## config.mk

```make
export PLATFORM = sky130hd
export DESIGN_NAME = rmq_queue
export DESIGN_NICKNAME = d
export VERILOG_FILES = /design/src/rtl/rmq_pkg.sv /design/src/rtl/rmq_queue.sv
export SDC_FILE = /design/constraint.sdc
export NUM_CORES = 1
export LEC_CHECK = 0
export BUFFER_PORTS_ARGS = -buffer_cell sky130_fd_sc_hd__buf_2
export CORE_MARGIN = 2
export CORE_UTILIZATION = 40
export CTS_CLUSTER_DIAMETER = 200
export DETAILED_ROUTE_END_ITERATION = 16
export PLACE_DENSITY = 0.72
export SETUP_SLACK_MARGIN = 0.02
export SYNTH_ARGS = -nofsm -noshare
export SYNTH_HDL_FRONTEND = slang
export SYNTH_SLANG_ARGS = --single-unit
```

## constraint.sdc

```tcl
create_clock -name clock -period 7.9 [get_ports clock]
set_clock_uncertainty 0.05 [all_clocks]
set_input_delay 0.79 -clock clock [delete_from_list [all_inputs] [get_ports clock]]
set_output_delay 0.79 -clock clock [all_outputs]
set_load 0.02 [all_outputs]
```

## src/rtl/rmq_pkg.sv

```systemverilog
// rmq_pkg: types, widths and codes for the matrix to quaternion block
// no dependencies
`timescale 1ns / 1ps

package rmq_pkg;

   localparam int DataWidth = 16;
   localparam int FracBits  = DataWidth - 2;
   localparam int VecWidth  = DataWidth + 3;        // signed radicand / vector entry
   localparam int MagWidth  = VecWidth - 1;          // magnitude of a vector entry
   localparam int SumWidth  = 2 * MagWidth + 2;      // sum of four squares
   localparam int RootWidth = SumWidth / 2;          // floor sqrt of the sum
   localparam int NumWidth  = MagWidth + FracBits;   // dividend of the normalize step
   localparam int MinWidth  = 15;
   localparam int DivSteps  = NumWidth + 1;          // one quotient bit per stage

   typedef enum logic [1:0] {
      BR_TRACE = 2'd0,
      BR_X     = 2'd1,
      BR_Y     = 2'd2,
      BR_Z     = 2'd3
   } branch_type;

   typedef struct packed {
      logic signed [DataWidth-1:0] m00;
      logic signed [DataWidth-1:0] m01;
      logic signed [DataWidth-1:0] m02;
      logic signed [DataWidth-1:0] m10;
      logic signed [DataWidth-1:0] m11;
      logic signed [DataWidth-1:0] m12;
      logic signed [DataWidth-1:0] m20;
      logic signed [DataWidth-1:0] m21;
      logic signed [DataWidth-1:0] m22;
   } req_word_type;

   typedef struct packed {
      logic signed [DataWidth-1:0] qx;
      logic signed [DataWidth-1:0] qy;
      logic signed [DataWidth-1:0] qz;
      logic signed [DataWidth-1:0] qw;
      logic                        degenerate;
      logic [1:0]                  branch_used;
   } rsp_word_type;

   // classified work handed from front to back
   typedef struct packed {
      logic [3:0]               neg;
      logic [3:0][MagWidth-1:0] mag;
      logic [SumWidth-1:0]      sum;
      logic                     degenerate;
      branch_type               branch;
   } job_type;

endpackage

```

## src/rtl/rmq_queue.sv

```systemverilog
// rmq_queue: two entry queue between front and back
// depends on rmq_pkg
`timescale 1ns / 1ps

module rmq_queue
   import rmq_pkg::*;
(
   input  logic    clock,
   input  logic    reset,
   input  logic    in_valid,
   output logic    in_stall,
   input  job_type in_job,
   output logic    out_valid,
   input  logic    out_stall,
   output job_type out_job
);

   job_type    mem_ff [2];
   logic       wp_ff, wp_in, rp_ff, rp_in;
   logic [1:0] cnt_ff, cnt_in;
   logic       push, pop;

   assign in_stall  = (cnt_ff == 2'd2);
   assign out_valid = (cnt_ff != 2'd0);
   assign out_job   = mem_ff[rp_ff];
   assign push      = in_valid && !in_stall;
   assign pop       = out_valid && !out_stall;
   assign wp_in     = push ? !wp_ff : wp_ff;
   assign rp_in     = pop ? !rp_ff : rp_ff;
   assign cnt_in    = cnt_ff + 2'(push) - 2'(pop);

   always_ff @(posedge clock) begin
      if (reset) begin
         wp_ff  <= 1'b0;
         rp_ff  <= 1'b0;
         cnt_ff <= 2'd0;
      end else begin
         wp_ff  <= wp_in;
         rp_ff  <= rp_in;
         cnt_ff <= cnt_in;
      end
   end

   always_ff @(posedge clock) begin
      if (push) begin
         mem_ff[wp_ff] <= in_job;
      end
   end

endmodule

```

# Yosys cells after proc, flatten, opt, wreduce, memory -nomap -nowiden

Memories as Yosys holds them, arrays and structs flattened. A register that Yosys moved wholly into a read port is not among the register bits.
Index checks and enable logic that the tools add are counted.

Bits in registers: 4
Bits of input ports: 121
Output and inout port bits: 119
Memories: 1
Logic and storage cells: 18
ROM bits: 0
Bits in latches: 0
Memory bits (writable): 234

Memories:

| memory | words | width | rd ports | clocked after memory_dff | wr ports | RTL line        | text |
|---|---|---|---|---|---|---|---|
| mem_ff | 2     | 117   | 1        | 1                        | 1        | rmq_queue.sv:18 | `job_type mem_ff [2];` |

Reduce and logical (&&, ||, !) cells: 7
Muxes and demuxes: 4
Equal/unequal tests: 1
Multiply operators: 0
Divide/modulo/power cells: 0
Shift operators: 0
Bitwise logic cells: 0
Magnitude comparators: 0
Add/subtract/negate cells: 2

Operators by type and width:

| operator                             | count |
|---|---|
| zero test 1 bit                      | 4 |
| two-way mux 1 bit                    | 4 |
| adder 2 x 1 -> 2 bit                 | 1 |
| == test 2 bit, second input constant | 1 |
| logical AND 1 bit                    | 2 |
| nonzero test 2 bit                   | 1 |
| subtractor 2 x 1 -> 2 bit            | 1 |

# Depth between registers and ports, before layout

Depth in word-level cells: 5
Depth in mapped cells: 8
Mapped depth without buffers: 8

# Worst setup path after synthesis

Ideal clock, no wire load.

Path kind: in2reg
Start: input in_valid
End: memory mem_ff[1][0] (netlist bit), enable pin
Data required time: 7.360 ns
Buffers on the path: 0
Library setup time: 0.490 ns
Cell stages on the path: 1
Arrival time: 3.539 ns
Setup slack: 3.821 ns
Cells stage by stage: and3_1

Word-level cells in the longest chain between the ends: 3

Ends and longest elaborated chain:

| what                                    | RTL line        | text |
|---|---|---|
| from (decl)                             | rmq_queue.sv:10 | `input logic in_valid,` |
| logical AND 1 bit                       | rmq_queue.sv:26 | `assign push = in_valid && !in_stall;` |
| two-way mux 1 bit                       | rmq_queue.sv:45 | `if (push) begin` |
| two-way mux 1 bit (implied by the code) | rmq_queue.sv:46 | `mem_ff[wp_ff] <= in_job;` |
| to (decl)                               | rmq_queue.sv:18 |  |

Every way passes these cells.

==> out/qor.yml <==
timing.critical_path.to_type: "primary output"
grt_util_all_layers: 0.136
min-delay-path-class: "input port to flop"
yosysWarnings: 0
finalMaxSlewViolations: 0
detailed_place_hpwl_mm: 10.8
cts_hold_repair.buffers: 0
cts_tree: "built"
post_cts_resized: 0
max_clock_freq_mhz: 266
n_fill_cell: 1780
post-cts-setup-buffer-count: 0
finalCoreUtilization: 0.504
timing.critical_path.required_ps: 7060
rows: 54
nets: 770
dieHeight_um: 152
crit_type: "flop to primary output"
power_density_nw_per_um2: 322
ctsHtreeMaxLevel: 1
first_global_vias: 4938
netlist.area_leader.share: 0.800
yosysUniqueCellTypes: 18
cp_max_fo: 86
timing.slew.headroom: 0.164
initial_antenna_violation_count: 1
drt-total-wl_mm: 16.4
max_slew.worst_pin.slew_ps: 1250
drive_gt1_frac: 0.591
finalInstanceArea_um2: 10900
highest_count_cells_in_the_layout_ignoring_fill_and_taps: "sky130_fd_sc_hd__buf_2, sky130_fd_sc_hd__edfxtp_1, sky130_fd_sc_hd__mux2_2"
tritoncts_num_sinks: 239
cts_buf_count: 24
core_area_um2: 21700
synth_seq_area_share: 0.811
final_routed_drc_violation_total: 0
synth_area_per_cell_um2: 22.4
finalWorstPathRequiredPeriod_ps: 3760
finalHoldWorstSlack_ps: 414
buffer_type_at_the_clock_tree_root: "sky130_fd_sc_hd__clkbuf_16"
port_buffer_count: 239
hold_viol_final: 0
arrival_ps: 2920
dr.pass1.iters: 4
cts_buffer_depth: 3
most_common_library_cell_in_the_layout_ignoring_fill_and_taps: "sky130_fd_sc_hd__buf_2"
placed_cells: 901
area_growth_pct: 24.5
leakagePower_nw: 4.12
post_synth_main_area_contributors: "sky130_fd_sc_hd__edfxtp_1, sky130_fd_sc_hd__mux2_2, sky130_fd_sc_hd__mux2_4"
netlist_area_um2: 8790
route.detailed.wl_per_inst_um: 17.5
layout_worst_path_cycle_share: 0.476
drt.antenna.violating_nets: 0
antenna_cells_inserted: 0
clk_pin_slew_worst_setup_hold_paths_ps: 60
dieArea_um2: 23200
outcome: "completed"
net_count_of_the_mapped_netlist: 515
floorplan.initialDensity: 0.405
final-setup-viol-count: 0
syn_inst: 392
critPathLaunchType: "flop"
placedInstanceArea_um2: 10300
final_cells: 938
vdd_ir_drop_max_v: 0.000219
insertion_delay_ps: 510
dr.first_iter.drc_count: 183
vias: 4518
die_width_um: 152
grt_max_degree: 87
ys_seq_elements: 239
num_io_pins: 240
synth_top_area_cell: "sky130_fd_sc_hd__edfxtp_1"
gp_congestion: 0.725
route.detailed.vias_per_inst: 4.82
first_pass_grt_wire_length_mm: 25.4
globalRoute.totalOverflow: 0
rsz0062_at_grt: "no"
max_cap_violations: 0
fin_tns_setup_ps: 0
-- synthesized netlist by cell type --
cell type and n:
sky130_fd_sc_hd__or3_1 2, sky130_fd_sc_hd__nor2_1 3, sky130_fd_sc_hd__nor2b_1 1, sky130_fd_sc_hd__inv_1 5
sky130_fd_sc_hd__ha_1 2, sky130_fd_sc_hd__dfxtp_1 5, sky130_fd_sc_hd__xnor2_1 1, sky130_fd_sc_hd__mux2_4 30
sky130_fd_sc_hd__mux2_2 87, sky130_fd_sc_hd__a21oi_1 3, sky130_fd_sc_hd__o21ai_0 2, sky130_fd_sc_hd__nand2b_1 1
sky130_fd_sc_hd__buf_2 8, sky130_fd_sc_hd__edfxtp_1 234, sky130_fd_sc_hd__nand2_1 1, sky130_fd_sc_hd__buf_6 5
sky130_fd_sc_hd__and3_1 1, sky130_fd_sc_hd__xor2_1 1
-- path summary, 6_finish.rpt --
check        cells after the start             to  slack, ps  startpoint
max reg2reg                      5  mem_ff[0][68]       5030   cnt_ff[0]
max                              3    out_job[53]       4140        flop
min reg2reg                      2          wp_ff        460       wp_ff
min                              1   mem_ff[0][7]        410   in_job[7]
-- cell families (layout without fill, tap and decap cells) --
logic type | Yosys count | count (layout) | share of synthesized area
muxes | 117 | 117 | 0.163
and+or+nand+nor | 9 | 9 | 0.00527
AOI/OAI and AO/OA | 5 | 5 | 0.00285
DFF | 239 | 239 | 0.811
buffers and inverters | 18 | 284 | 0.0131
xor gates and xnor gates | 2 | 2 | 0.00199
adders and majority gates | 2 | 2 | 0.00285
-- worst max-delay path, stage by stage, from the launching register on --
cell and delay [ps]:
sky130_fd_sc_hd__dfxtp_4 670, sky130_fd_sc_hd__buf_4 940, sky130_fd_sc_hd__mux2_2 440, sky130_fd_sc_hd__buf_2 160
-- metrics by stage --
stage / power, mW / worst slack, ps
2_1_floorplan: 2.31 / 3820
3_3_place_gp: 2.56 / 4710
3_5_place_dp: 2.58 / 4670
4_1_cts: 3.57 / 4130
5_1_grt: 3.67 / 4020
6_report: 3.52 / 4140
-- report_power, final --
group          internal, mW  switching, mW
Sequential             1.59         0.0597
Combinational         0.367          0.525
Clock                 0.552          0.427
Total                  2.51           1.01
-- layout make-up --
| class | instances | area, um2 | area share |
|---|---|---|---|
| clock inverters | 7 | 43.8 | 0.00400 |
| repair buffers | 242 | 1220 | 0.111 |
| well taps | 280 | 350 | 0.0320 |
| multi-input cells | 135 | 1550 | 0.142 |
| clock buffers | 30 | 623 | 0.0570 |
| inverters | 5 | 21.3 | 0.00194 |
| flip-flops and latches | 239 | 7130 | 0.652 |
-- metal layers --
layer,vias up,wire length [um],track usage,share of wire
met3,31,1210,0.0390,0.074
met4,2,346,0.0343,0.021
met1,2263,6280,0.155,0.38
met5,-,13,0,0.00079
met2,171,8510,0.253,0.52
li1,2051,-,-,-
-- sequential cells by signal (all words and copies together) (netlist names), named ones only --
| signal | count |
|---|---|
| rp_ff | 1 |
| wp_ff | 1 |
| mem_ff | 234 |
| cnt_ff | 2 |
(Power assumes the default switching activity.)
